==> src/sv/crsc_pkg.sv <==
// Shared types, constants and helpers for the Catmull-Rom coefficient block.
// No dependencies.
package crsc_pkg;

	localparam int COORD_W     = 24;
	localparam int EXT_W       = 27;
	localparam int COEF_W      = 32;
	localparam int IDX_W       = 6;
	localparam int NCOMP       = 4;
	localparam int COMP_W      = 2;
	localparam int NJOB        = 3;
	localparam int WIN_D       = 3;
	localparam int IN_TDATA_W  = 96;
	localparam int OUT_BITS    = IDX_W + 4 * COEF_W;
	localparam int OUT_TDATA_W = ((OUT_BITS + 7) / 8) * 8;
	localparam int OUT_PAD_W   = OUT_TDATA_W - OUT_BITS;
	localparam int CFG_IDX_W   = 1;
	localparam int CFG_DATA_W  = 6;

	localparam logic [CFG_IDX_W-1:0] REG_FIRST = 1'b0;
	localparam logic [CFG_IDX_W-1:0] REG_LAST  = 1'b1;
	localparam logic [IDX_W-1:0] FIRST_RST = 6'd0;
	localparam logic [IDX_W-1:0] LAST_RST  = 6'd63;
	localparam logic [COMP_W-1:0] LAST_COMP = 2'd3;

	typedef logic signed [COORD_W-1:0] coord_t;
	typedef logic signed [EXT_W-1:0]   ext_t;
	typedef logic signed [COEF_W-1:0]  word_t;

	typedef struct packed {
		ext_t p;
		ext_t c;
		ext_t n;
		ext_t nn;
	} lane_in_t;

	typedef struct packed {
		word_t cubic;
		word_t square;
		word_t linear;
		word_t constant;
	} coef_t;

	typedef struct packed {
		logic [IDX_W-1:0] idx;
		logic             last;
	} job_ctrl_t;

	function automatic ext_t sext(input coord_t a);
		return ext_t'(a);
	endfunction

	// 2a - b for positions, a for roll
	function automatic ext_t ext2(input coord_t a, input coord_t b, input logic roll);
		ext_t ea;
		ext_t eb;
		ea = ext_t'(a);
		eb = ext_t'(b);
		return roll ? ea : (ea <<< 1) - eb;
	endfunction

	// 3a - 2b for positions, a for roll
	function automatic ext_t ext3(input coord_t a, input coord_t b, input logic roll);
		ext_t ea;
		ext_t eb;
		ea = ext_t'(a);
		eb = ext_t'(b);
		return roll ? ea : (ea <<< 1) + ea - (eb <<< 1);
	endfunction

endpackage

==> src/sv/crsc_lane.sv <==
// One component lane: registers P, C, N, NN and forms the four coefficients.
// Depends on crsc_pkg.
module crsc_lane (
	input  logic              clk,
	input  logic              en,
	input  crsc_pkg::lane_in_t din,
	output crsc_pkg::coef_t    dout
);

	crsc_pkg::lane_in_t in_s1;
	crsc_pkg::word_t p, c, n, nn, cmn;

	always_ff @(posedge clk) begin
		if (en) begin
			in_s1 <= din;
		end
	end

	always_comb begin
		p   = crsc_pkg::word_t'(in_s1.p);
		c   = crsc_pkg::word_t'(in_s1.c);
		n   = crsc_pkg::word_t'(in_s1.n);
		nn  = crsc_pkg::word_t'(in_s1.nn);
		cmn = c - n;
		dout.cubic    = (nn - p) + (cmn <<< 1) + cmn;
		dout.square   = (p <<< 1) - (c <<< 2) - c + (n <<< 2) - nn;
		dout.linear   = n - p;
		dout.constant = c <<< 1;
	end

endmodule

==> src/sv/crsc_front.sv <==
// Point window, run count and job sequencer; issues up to three points per request.
// Depends on crsc_pkg.
module crsc_front #(
	parameter int MAX_POINTS = 64
) (
	input  logic                                clk,
	input  logic                                arst_n,
	input  logic                                s_tvalid,
	output logic                                s_tready,
	input  logic [crsc_pkg::IN_TDATA_W-1:0]     s_tdata,
	input  logic                                s_tlast,
	input  logic [crsc_pkg::IDX_W-1:0]          first_index,
	input  logic [crsc_pkg::IDX_W-1:0]          last_index,
	output logic                                job_valid,
	input  logic                                job_ready,
	output crsc_pkg::job_ctrl_t                 job_ctrl,
	output crsc_pkg::lane_in_t                  job_lane [crsc_pkg::NCOMP]
);

	localparam int CW = $clog2(MAX_POINTS + 1);
	localparam int RW = (CW > crsc_pkg::IDX_W) ? CW : crsc_pkg::IDX_W;

	typedef enum logic [1:0] {JOB_STEP, JOB_PREV, JOB_LAST} job_sel_t;

	crsc_pkg::coord_t w_q    [crsc_pkg::WIN_D][crsc_pkg::NCOMP];
	crsc_pkg::coord_t snap_q [crsc_pkg::WIN_D+1][crsc_pkg::NCOMP];
	crsc_pkg::coord_t wp     [crsc_pkg::WIN_D][crsc_pkg::NCOMP];
	crsc_pkg::coord_t cur    [crsc_pkg::NCOMP];
	logic                        snap_kept_q, dz0_q, dz1_q;
	logic [crsc_pkg::NJOB-1:0]   jobs_q, jobs_new, jobs_left, sel_bit;
	logic [crsc_pkg::IDX_W-1:0]  idx_q [crsc_pkg::NJOB];
	logic [CW-1:0]               seen_q, n_kept, n2, k0, k1, k2;
	logic                        accept, kept, close, roll;
	job_sel_t                    sel;

	function automatic logic in_range(input logic [CW-1:0] v,
		input logic [crsc_pkg::IDX_W-1:0] lo, input logic [crsc_pkg::IDX_W-1:0] hi);
		return (RW'(v) >= RW'(lo)) && (RW'(v) <= RW'(hi));
	endfunction

	always_comb begin
		for (int j = 0; j < crsc_pkg::NCOMP; j++) begin
			cur[j] = s_tdata[j*crsc_pkg::COORD_W +: crsc_pkg::COORD_W];
		end
	end

	always_comb begin
		kept   = seen_q < CW'(MAX_POINTS);
		n_kept = seen_q + CW'(1);
		n2     = kept ? n_kept : seen_q;
		k0     = seen_q - CW'(2);
		k1     = n2 - CW'(2);
		k2     = n2 - CW'(1);
		close  = s_tlast && (n2 >= CW'(2));
		jobs_new[0] = kept && (seen_q >= CW'(2)) && in_range(k0, first_index, last_index);
		jobs_new[1] = close && in_range(k1, first_index, last_index);
		jobs_new[2] = close && in_range(k2, first_index, last_index);
	end

	// lowest pending job goes first
	always_comb begin
		if (jobs_q[0]) begin
			sel = JOB_STEP;
			sel_bit = 3'b001;
		end else if (jobs_q[1]) begin
			sel = JOB_PREV;
			sel_bit = 3'b010;
		end else begin
			sel = JOB_LAST;
			sel_bit = 3'b100;
		end
		job_valid     = |jobs_q;
		jobs_left     = jobs_q & ~(job_ready ? sel_bit : '0);
		s_tready      = (jobs_left == '0);
		accept        = s_tvalid && s_tready;
		job_ctrl.last = ((jobs_q & ~sel_bit) == '0);
		case (sel)
			JOB_STEP: job_ctrl.idx = idx_q[0];
			JOB_PREV: job_ctrl.idx = idx_q[1];
			default:  job_ctrl.idx = idx_q[2];
		endcase
	end

	// window as it stood after the request's own point
	always_comb begin
		for (int i = 0; i < crsc_pkg::WIN_D; i++) begin
			for (int j = 0; j < crsc_pkg::NCOMP; j++) begin
				wp[i][j] = snap_kept_q ? snap_q[i+1][j] : snap_q[i][j];
			end
		end
	end

	always_comb begin
		roll = 1'b0;
		for (int j = 0; j < crsc_pkg::NCOMP; j++) begin
			roll = (j == crsc_pkg::NCOMP - 1);
			case (sel)
				JOB_STEP: begin
					job_lane[j].p  = dz0_q ? crsc_pkg::ext2(snap_q[1][j], snap_q[2][j], roll)
					                       : crsc_pkg::sext(snap_q[0][j]);
					job_lane[j].c  = crsc_pkg::sext(snap_q[1][j]);
					job_lane[j].n  = crsc_pkg::sext(snap_q[2][j]);
					job_lane[j].nn = crsc_pkg::sext(snap_q[3][j]);
				end
				JOB_PREV: begin
					job_lane[j].p  = dz1_q ? crsc_pkg::ext2(wp[1][j], wp[2][j], roll)
					                       : crsc_pkg::sext(wp[0][j]);
					job_lane[j].c  = crsc_pkg::sext(wp[1][j]);
					job_lane[j].n  = crsc_pkg::sext(wp[2][j]);
					job_lane[j].nn = crsc_pkg::ext2(wp[2][j], wp[1][j], roll);
				end
				JOB_LAST: begin
					job_lane[j].p  = crsc_pkg::sext(wp[1][j]);
					job_lane[j].c  = crsc_pkg::sext(wp[2][j]);
					job_lane[j].n  = crsc_pkg::ext2(wp[2][j], wp[1][j], roll);
					job_lane[j].nn = crsc_pkg::ext3(wp[2][j], wp[1][j], roll);
				end
				default: begin
					job_lane[j] = '0;
				end
			endcase
		end
	end

	always_ff @(posedge clk or negedge arst_n) begin
		if (!arst_n) begin
			jobs_q <= '0;
			seen_q <= '0;
			for (int i = 0; i < crsc_pkg::WIN_D; i++) begin
				for (int j = 0; j < crsc_pkg::NCOMP; j++) begin
					w_q[i][j] <= '0;
				end
			end
		end else if (accept) begin
			jobs_q <= jobs_new;
			if (s_tlast) begin
				seen_q <= '0;
				for (int i = 0; i < crsc_pkg::WIN_D; i++) begin
					for (int j = 0; j < crsc_pkg::NCOMP; j++) begin
						w_q[i][j] <= '0;
					end
				end
			end else if (kept) begin
				seen_q <= n_kept;
				for (int j = 0; j < crsc_pkg::NCOMP; j++) begin
					w_q[0][j] <= w_q[1][j];
					w_q[1][j] <= w_q[2][j];
					w_q[2][j] <= cur[j];
				end
			end
		end else begin
			jobs_q <= jobs_left;
		end
	end

	always_ff @(posedge clk) begin
		if (accept) begin
			for (int j = 0; j < crsc_pkg::NCOMP; j++) begin
				for (int i = 0; i < crsc_pkg::WIN_D; i++) begin
					snap_q[i][j] <= w_q[i][j];
				end
				snap_q[crsc_pkg::WIN_D][j] <= cur[j];
			end
			snap_kept_q <= kept;
			dz0_q       <= (seen_q == CW'(2));
			dz1_q       <= (n2 == CW'(2));
			idx_q[0]    <= crsc_pkg::IDX_W'(k0);
			idx_q[1]    <= crsc_pkg::IDX_W'(k1);
			idx_q[2]    <= crsc_pkg::IDX_W'(k2);
		end
	end

endmodule

==> src/sv/crsc_merge.sv <==
// Merge stage: holds the four lane results of one point and sends them one per beat.
// Depends on crsc_pkg.
module crsc_merge (
	input  logic                                clk,
	input  logic                                arst_n,
	input  logic                                in_valid,
	output logic                                in_ready,
	input  crsc_pkg::job_ctrl_t                 in_ctrl,
	input  crsc_pkg::coef_t                     in_coef [crsc_pkg::NCOMP],
	output logic                                m_tvalid,
	input  logic                                m_tready,
	output logic [crsc_pkg::OUT_TDATA_W-1:0]    m_tdata,
	output logic [crsc_pkg::COMP_W-1:0]         m_tuser,
	output logic                                m_tlast
);

	crsc_pkg::coef_t       coef_q [crsc_pkg::NCOMP];
	crsc_pkg::coef_t       sel_coef;
	crsc_pkg::job_ctrl_t   ctrl_q;
	logic                  valid_q, fire, done;
	logic [crsc_pkg::COMP_W-1:0] beat_q;

	always_comb begin
		fire     = valid_q && m_tready;
		done     = fire && (beat_q == crsc_pkg::LAST_COMP);
		in_ready = !valid_q || done;
		sel_coef = coef_q[beat_q];
		m_tvalid = valid_q;
		m_tuser  = beat_q;
		m_tlast  = ctrl_q.last && (beat_q == crsc_pkg::LAST_COMP);
		m_tdata  = {{crsc_pkg::OUT_PAD_W{1'b0}}, sel_coef.constant, sel_coef.linear,
		            sel_coef.square, sel_coef.cubic, ctrl_q.idx};
	end

	always_ff @(posedge clk or negedge arst_n) begin
		if (!arst_n) begin
			valid_q <= 1'b0;
			beat_q  <= '0;
		end else if (in_valid && in_ready) begin
			valid_q <= 1'b1;
			beat_q  <= '0;
		end else if (done) begin
			valid_q <= 1'b0;
		end else if (fire) begin
			beat_q <= beat_q + crsc_pkg::COMP_W'(1);
		end
	end

	always_ff @(posedge clk) begin
		if (in_valid && in_ready) begin
			ctrl_q <= in_ctrl;
			for (int j = 0; j < crsc_pkg::NCOMP; j++) begin
				coef_q[j] <= in_coef[j];
			end
		end
	end

endmodule

==> src/sv/catmull_rom_segment_coefficients_top.sv <==
// Catmull-Rom segment coefficient generator, top level.
// Uses crsc_pkg, crsc_front, crsc_lane and crsc_merge.
//
// Requests on the s_ side carry one control point: x, y, z and roll in
// signed Q12.12, with s_tlast marking the last point of a spline. Each point
// k is answered once point k+2 is in; the final point also answers the last
// two points, using extrapolated end points. Every answered point whose index
// lies in [first_index, last_index] gives four results on the m_ side, one
// per component (m_tuser 0 x, 1 y, 2 z, 3 roll), each with its cubic, square,
// linear and constant coefficient in Q.13. m_tlast marks the last result of
// a request. A request answers at most three points (twelve results).
// A result passes the job register, the lane stage and the merge register
// on its way out. The output channel moves one result per cycle while
// m_tready is high. The next request is taken while earlier results still
// drain. When m_tready is low the result holds and the pipeline fills, then
// s_tready drops. Reset empties the pipeline, clears the window and run
// count, and sets the index range to 0..63. The user must see that
// configuration is written only while no request is in flight; the block
// itself does not enforce it.
module catmull_rom_segment_coefficients_top #(
	parameter int MAX_POINTS = 64
) (
	input  logic                                clk,
	input  logic                                arst_n,
	input  logic                                s_tvalid,
	output logic                                s_tready,
	input  logic [crsc_pkg::IN_TDATA_W-1:0]     s_tdata,  // pos_x, pos_y, pos_z, roll_angle
	input  logic                                s_tlast,  // final_point
	output logic                                m_tvalid,
	input  logic                                m_tready,
	// point_index, cubic_coeff, square_coeff, linear_coeff, constant_coeff, zero pad
	output logic [crsc_pkg::OUT_TDATA_W-1:0]    m_tdata,
	output logic [crsc_pkg::COMP_W-1:0]         m_tuser,  // component
	output logic                                m_tlast,  // run_end
	input  logic                                cfg_we,
	input  logic [crsc_pkg::CFG_IDX_W-1:0]      cfg_index,
	input  logic [crsc_pkg::CFG_DATA_W-1:0]     cfg_data
);

	logic [crsc_pkg::IDX_W-1:0] first_q, last_q;
	logic                       job_valid, job_ready, lane_load;
	logic                       s1_valid_q, merge_ready;
	crsc_pkg::job_ctrl_t        job_ctrl, ctrl_s1;
	crsc_pkg::lane_in_t         job_lane  [crsc_pkg::NCOMP];
	crsc_pkg::coef_t            lane_coef [crsc_pkg::NCOMP];

	always_ff @(posedge clk or negedge arst_n) begin
		if (!arst_n) begin
			first_q <= crsc_pkg::FIRST_RST;
			last_q  <= crsc_pkg::LAST_RST;
		end else if (cfg_we) begin
			case (cfg_index)
				crsc_pkg::REG_FIRST: first_q <= cfg_data;
				crsc_pkg::REG_LAST:  last_q  <= cfg_data;
				default: ;
			endcase
		end
	end

	crsc_front #(
		.MAX_POINTS (MAX_POINTS)
	) u_front (
		.clk         (clk),
		.arst_n      (arst_n),
		.s_tvalid    (s_tvalid),
		.s_tready    (s_tready),
		.s_tdata     (s_tdata),
		.s_tlast     (s_tlast),
		.first_index (first_q),
		.last_index  (last_q),
		.job_valid   (job_valid),
		.job_ready   (job_ready),
		.job_ctrl    (job_ctrl),
		.job_lane    (job_lane)
	);

	assign job_ready = !s1_valid_q || merge_ready;
	assign lane_load = job_valid && job_ready;

	always_ff @(posedge clk or negedge arst_n) begin
		if (!arst_n) begin
			s1_valid_q <= 1'b0;
		end else if (job_ready) begin
			s1_valid_q <= job_valid;
		end
	end

	always_ff @(posedge clk) begin
		if (lane_load) begin
			ctrl_s1 <= job_ctrl;
		end
	end

	for (genvar g = 0; g < crsc_pkg::NCOMP; g++) begin : g_lane
		crsc_lane u_lane (
			.clk  (clk),
			.en   (lane_load),
			.din  (job_lane[g]),
			.dout (lane_coef[g])
		);
	end

	crsc_merge u_merge (
		.clk      (clk),
		.arst_n   (arst_n),
		.in_valid (s1_valid_q),
		.in_ready (merge_ready),
		.in_ctrl  (ctrl_s1),
		.in_coef  (lane_coef),
		.m_tvalid (m_tvalid),
		.m_tready (m_tready),
		.m_tdata  (m_tdata),
		.m_tuser  (m_tuser),
		.m_tlast  (m_tlast)
	);

endmodule

==> config.mk <==
export PLATFORM = sky130hd
export DESIGN_NAME = catmull_rom_segment_coefficients_top
export DESIGN_NICKNAME = d
export VERILOG_FILES = /design/src/sv/crsc_pkg.sv /design/src/sv/crsc_lane.sv /design/src/sv/crsc_front.sv /design/src/sv/crsc_merge.sv /design/src/sv/catmull_rom_segment_coefficients_top.sv
export SDC_FILE = /design/constraint.sdc
export NUM_CORES = 2
export LEC_CHECK = 0
export ABC_CLOCK_PERIOD_IN_PS = 21800
export BUFFER_PORTS_ARGS = -buffer_cell sky130_fd_sc_hd__buf_2
export CAP_MARGIN = 40
export CELL_PAD_IN_SITES_DETAIL_PLACEMENT = 1
export CELL_PAD_IN_SITES_GLOBAL_PLACEMENT = 1
export CORE_ASPECT_RATIO = 1.1
export CORE_MARGIN = 2
export CORE_UTILIZATION = 47
export DETAILED_ROUTE_END_ITERATION = 16
export GPL_ROUTABILITY_DRIVEN = 0
export PLACE_DENSITY_LB_ADDON = 0.1
export SLEW_MARGIN = 10
export SYNTH_ARGS = -nofsm -noshare
export SYNTH_HDL_FRONTEND = slang
export SYNTH_SLANG_ARGS = --single-unit
export TNS_END_PERCENT = 5
==> constraint.sdc <==
create_clock -name clk -period 21.8 [get_ports clk]
set_input_delay 3.27 -clock clk [delete_from_list [all_inputs] [get_ports clk]]
set_output_delay 3.27 -clock clk [all_outputs]
set_load 0.01 [all_outputs]
# [Yosys cells after proc, flatten, opt, wreduce, memory -nomap -nowiden]
# Memories as Yosys holds them, arrays and structs flattened.
# Index checks and enable logic that the tools add are counted.
[word_totals] mem_bits_rw=910 output_inout_bits=141 n_memories=3 wordCells=194 input_bits=109 ff_bits=763
[classes] mux=44 bitwise_logic=5 addsub=56 n_reduce_logical=29 magnitude_cmp=9 n_eq_ne=6
[mem_list] memory="u_merge.coef_q" words=4 word_bits=127 read_ports=1 rd_clocked_by_memory_dff=0 write_ports=4 line_no="crsc_merge.sv:17" rtl="crsc_pkg::coef_t coef_q [crsc_pkg::NCOMP];"
[mem_list] memory="u_front.snap_q" words=4 word_bits=96 read_ports=4 rd_clocked_by_memory_dff=0 write_ports=4 line_no="crsc_front.sv:26" rtl="crsc_pkg::coord_t snap_q [crsc_pkg::WIN_D+1][crsc_pkg::NCOMP];"
[mem_list] memory="u_front.idx_q" words=3 word_bits=6 read_ports=3 rd_clocked_by_memory_dff=0 write_ports=3 line_no="crsc_front.sv:31" rtl="logic [crsc_pkg::IDX_W-1:0] idx_q [crsc_pkg::NJOB];"
[ops] op="$pmux W108 S3" n=4
[ops] op="$mux W288" n=2
[ops] op="$sub A27 B27 Y28" n=12
[ops] op="$mux W24" n=12
[ops] op="$add A32 B32 Y32" n=8
[ops] op="$sub A25 B24 Y26" n=9
[ops] op="$mux W27" n=8
[ops] op="$add A31 B29 Y32" n=4
[ops] op="$sub A32 B27 Y32" n=4
[ops] op="$sub A30 B27 Y31" n=4
[ops] op="$sub A28 B29 Y30" n=4
[ops] op="$sub A26 B25 Y27" n=3
[ops] op="$add A25 B24 Y26" n=3
[ops] op="$ge A7 B6 Y1" n=3
[ops] op="$le A7 B6 Y1" n=3
[ops] op="$eq A7 B2 Y1 const B" n=2
[ops] op="$ge A7 B2 Y1 const B" n=2
[ops] op="$logic_and A1 B1 Y1" n=14
[ops] op="$mux W7" n=2
[ops] op="$sub A7 B2 Y7 const B" n=2
[ops] op="$mux W3" n=4
[ops] op="$pmux W6 S2" n=1
[ops] op="$mux W2" n=5
[ops] op="$reduce_and A2 Y1" n=4
[ops] op="17 further kinds" n=30

# [Depth between registers and ports, before layout]
[logic_depth] word_depth=11 ltp_mapped=27 depth_no_buf=27

# [Hierarchy]
# A second synthesis with hierarchy kept.
[unflattened] cells_unflattened=11548 hier_area_um2=123731.2
[modules_own_cells] module="crsc_front" cells_each=5400 area_per_inst_um2=51177.8 seq_area_each_um2=19618.8 instances=1
[modules_own_cells] module="crsc_lane (g_lane[0].u_lane ...)" cells_each=1364 area_per_inst_um2=13309.0 seq_area_each_um2=3243.1 instances=3
[modules_own_cells] module="crsc_merge" cells_each=702 area_per_inst_um2=18919.4 seq_area_each_um2=15660.0 instances=1
[modules_own_cells] module="crsc_lane (g_lane[3].u_lane)" cells_each=1316 area_per_inst_um2=12981.2 seq_area_each_um2=3243.1 instances=1
[modules_own_cells] module="catmull_rom_segment_coefficients_top" cells_each=38 area_per_inst_um2=725.7 seq_area_each_um2=543.0 instances=1

# [Least setup slack after synthesis]
# OpenSTA, ideal clock, no wires.
[synth_path] path_kind="input-to-reg" startpoint="input port m_tready" endpoint="memory u_merge.coef_q[0][0] (netlist name), enable pin" cell_stages=2 slack_ps=-3674 n_path_buf=0 t_required_ps=20427 arrival_time_ps=24101 path_cell_list="a21boi_1 -> nor2b_1"
[synth_lines] item="start, declared" line_no="catmull_rom_segment_coefficients_top.sv:30" rtl="input logic m_tready,"
[synth_lines] item="end, declared" line_no="crsc_merge.sv:17"

# [Final worst setup path]
[layout_path] startpoint="input port m_tready" endpoint="output port s_tready"
[layout_between] elab_chain_cells=8
[layout_lines] item="$logic_and A1 B1 Y1" line_no="crsc_merge.sv:24" rtl="fire = valid_q && m_tready;"
[layout_lines] item="$logic_and A1 B1 Y1" line_no="crsc_merge.sv:25" rtl="done = fire && (beat_q == crsc_pkg::LAST_COMP);"
[layout_lines] item="$logic_or A1 B1 Y1" line_no="crsc_merge.sv:26" rtl="in_ready = !valid_q || done;"
[layout_lines] item="$logic_or A1 B1 Y1" line_no="catmull_rom_segment_coefficients_top.sv:77" rtl="assign job_ready = !s1_valid_q || merge_ready;"
[layout_lines] item="$mux W3" line_no="crsc_front.sv:73" rtl="jobs_left = jobs_q & ~(job_ready ? sel_bit : '0);"
[layout_lines] item="$not A3 Y3" line_no="crsc_front.sv:73"
[layout_lines] item="$and A3 B3 Y3" line_no="crsc_front.sv:73"
[layout_lines] item="$logic_not A3 Y1" line_no="crsc_front.sv:74" rtl="s_tready = (jobs_left == '0);"
[layout_lines] item="end, declared" line_no="catmull_rom_segment_coefficients_top.sv:26" rtl="output logic s_tready,"
# Every way passes these cells.

==> impl.org <==
** Setup path
- Data arrives at the worst endpoint at 4.66 ns.
- Sort of element at the end of the critical path :: output port
- Along the worst path, the maximum fanout reaches 7.
- Cells on worst reg2reg path :: 27
- Kind of critical path :: input port to output port
- STA classifies the critical path startpoint as an input port.
- In this run the critical register-to-register path is launched from g_lane[3].u_lane.dout[1]$_DFFE_PP_.
- Endpoint of the most critical register-to-register path :: u_merge.coef_q[3][126]$_DFFE_PP_
- Required time worst endpoint :: 18.53 ns
- Setup slack, reg-to-reg :: 14.84 ns

** Outcome
- The run finished with clean final reports.

** Global routing
- Wire length of the first global-routing pass :: 639200 um
- The total overflow left after global routing is 0.
- GR Util All Layers :: 34.21%
- Entering global routing, the biggest net connects 223 pins.
- Antenna violations before repair :: 67
- The via count of the first global-routing pass was 94400.

** STA
- Final hold analysis gives a worst-case slack of 0.4205 ns.
- Setup violations remaining at the end of the flow were counted as 0.
- Least setup slack across all paths after layout :: 13.87 ns
- At the pin with the least slew margin, the transition time is 1.201 ns.
- Counting I/O delays and the setup requirement, the final critical path takes 7.932 ns.
- Relative slew slack :: 19.91%
- The final count of pins violating max slew came to 0.
- The number of failing hold endpoints at the final stage was 0.
- Clock skew after layout :: 0.09831 ns
- Of the available clock period, the critical path in the final layout requires 36.39%.
- Setup repair after global routing left no endpoint under its margin.
- Static timing analysis puts the maximum clock frequency at 126.1 MHz.

** Final layout
- The finished layout holds 15280 standard cells, fillers aside.
- Area of combinational cells with multiple inputs :: 65080 sq um
- Fraction of final layout cells with drive strength greater than 1 :: 8.140%
- From synthesis to final layout, the design area changed by 9.694%.
- Fill cell instance count of the final layout :: 27360
- After routing the design area is 128900 sq um.
- The sequential cells in the finished layout cover a total of 46560 sq um.
- At the end of the flow, the number of nets in the layout was 13320.

** Synth
- Number of flip-flops and latches in the synthesized netlist :: 1602
- Synthesis Warnings :: 0
- The share of the Yosys chip area taken by registers is 39.62%.
- The mapped netlist covers 117500 sq um.
- Share of flip-flops with an asynchronous set or reset after synthesis :: 19.60%
- Number of synthesized flops with an enable pin :: 1288
- After synthesis, the mean cell area works out to 10.13 sq um.
- Synth cell types :: 97
- Most frequently used flop master after synthesis :: edfxtp_1
- Number of instances in the synthesized netlist :: 11600

** Detailed routing
- Summed over all layers, the routed wires come to 442800 um.
- The final route contains 93840 vias.
- Dividing the detail-routed via count by the number of cells gives 6.144.
- Detail-routed net length per standard cell :: 28.99 um
- Detailed-routing iteration count for the pre-antenna-repair pass :: 9
- Once detail routing completed, the nets flagged for antenna violations numbered 0.
- Remaining DRCs :: 0
- The detailed router finished its first iteration with 10160 violations.

** Clock network
- The longest clock path from root to sink contains 4 buffers.
- After clock tree synthesis, the repair step resized 0 gates.
- Counting the buffers created by CTS gives 183.
- Hold buffer count at CTS :: 0
- The clock reaches the later pin of the worst-skew pair after 0.92 ns.
- The H-tree was split into 4 levels.
- Root Buffer Master :: clkbuf_16
- After clock tree synthesis, the clock-pin slew on the worst setup and hold paths is 0.06 ns.
- Number of buffers inserted by post-CTS setup repair :: 0
- Number of clock sinks :: 1602
- CTS tree :: done

** Floorplan
- Die footprint :: 254000 sq um
- Placement row count :: 192
- For this design the top-level I/O count stands at 250.
- The die is 480.7 um wide.
- Die Y-Extent :: 528.4 um
- The floorplan step defined a core boundary enclosing 248600 sq um.
- For this configuration, the core starts out at a cell density of 47.25%.

** Place
- Number of buffers inserted by port buffering :: 246
- Counting tap cells, the placed design contains a total of 14920 instances.
- Detailed placement ended at an HPWL of 358400 um.
- Post-place instance area :: 122900 sq um
- Prior to clock tree synthesis, the placed netlist has a worst setup slack of 13.67 ns.

** Min path
- Hold Crit Depth :: 0
- Hold-critical path endpoint :: u_merge.m_tdata[4]$_DFFE_PP_
- In this run the most critical hold path is launched from ctrl_s1[5]$_DFFE_PP_.
- The path class of the tightest hold or removal check is flop to flop.

** Job
- Total of max-cap violations :: 0
## layout by cell type (no fill, tap or decap), drive strengths merged, types with 135 or more instances in the layout
cell type and n:
o21ai 1017, fa 479, o21a 135, edfxtp 1288, a21o 344, ha 918
a211oi 149, xnor2 475, a21oi 759, nor2 642, buf 398, dfrtp 308
inv 1196, mux2i 227, nand3 164, xor2 238, nand2 1247, clkbuf 222
nand2b 156, nor3 161
## cell type report
cell class | instances | share of cell area [%]
multi-input cells | 8443 | 50.51
clock buffers | 222 | 3.738
diodes | 23 | 0.04466
inverters | 1181 | 3.456
well taps | 3298 | 3.202
flip-flops and latches | 1602 | 36.13
clock inverters | 107 | 0.8166
repair buffers | 399 | 2.109
## synth_stat cells, types with 31 or more instances
master	number	area share [%]
o21a_1	135	0.86
mux2_2	82	0.79
a21o_1	344	2.2
nand2_1	1247	4.0
and2_1	38	0.20
mux2i_1	226	1.9
fa_1	479	8.2
nor2_1	642	2.1
o31ai_1	39	0.25
nand3_1	164	0.70
xor2_1	238	1.8
a31oi_1	86	0.46
xnor2_1	475	3.5
a222oi_1	34	0.29
o21bai_1	80	0.51
o221ai_1	33	0.25
ha_1	918	9.8
o21ai_0	969	4.1
and3_1	71	0.38
a21oi_1	759	3.2
o211ai_1	60	0.38
nand4_1	61	0.32
a211oi_1	147	0.94
buf_1	52	0.17
a21boi_0	31	0.20
o21ai_1	47	0.20
inv_1	1175	3.8
clkbuf_1	279	0.89
nand2b_1	156	0.83
edfxtp_1	1288	33
or3_1	51	0.27
nor3_1	161	0.69
mux4_2	116	2.2
nor2b_1	123	0.66
dfrtp_1	308	6.6
## worst max path at each step
stage | cells after the start | to | start
after floorplan | 4 | ctrl_s1[0]$_DFFE_PP_ | m_tready
after global placement | 10 | u_front.snap_q[0][72]$_DFFE_PP_ | m_tready
after detailed placement | 12 | u_front.w_q[118]$_DFFE_PN0P_ | m_tready
after CTS | 6 | s_tready | m_tready
after global routing | 6 | s_tready | m_tready
final | 6 | s_tready | m_tready
## routing by layer
metal | up-vias | global-route usage (%) | share of wire [%]
met5 | - | 0 | 0.041
li1 | 41780 | - | -
met4 | 24 | 19.36 | 6.6
met3 | 809 | 5.862 | 8.9
met1 | 47360 | 47.72 | 42
met2 | 3867 | 50.29 | 42
## per-stage QoR
step | utilization (%) | TNS [ns]
final | 51.83 | 0
after global routing | 51.82 | 0
after CTS | 51.77 | 0
after detailed placement | 49.41 | 0
after global placement | 49.14 | 0
after floorplan | - | -45.58
## worst max-delay path: stages
cell      delay [ns]
buf_2           0.13
a21boi_1        0.32
and2_1          0.43
maj3_1          0.25
o21ai_1         0.07
buf_2           0.19
## logic make-up after synthesis
logic type | synth area share, %
other | 0.003192
buffers and inverters | 5.061
AOI/OAI and AO/OA | 16.43
xor gates and xnor gates | 5.316
DFF | 39.62
and+or+nand+nor | 10.68
adders and majority gates | 17.95
muxes | 4.947
## flip-flops by register name (all words and copies together) (netlist names), 2 cells and up
signal and flops:
u_front.seen_q 7, u_front.w_q 288, u_front.snap_q 384, ctrl_s1 7, g_lane.u_lane.in_s1 309, u_merge.m_tuser 2
g_lane.u_lane.dout 96, u_front.idx_q 18, last_q 6, u_merge.m_tdata 6, u_front.jobs_q 3, first_q 6
u_merge.coef_q 464
Power is not shown: default switching activity piles up to over one toggle a cycle in this logic, so the estimate is an artifact.
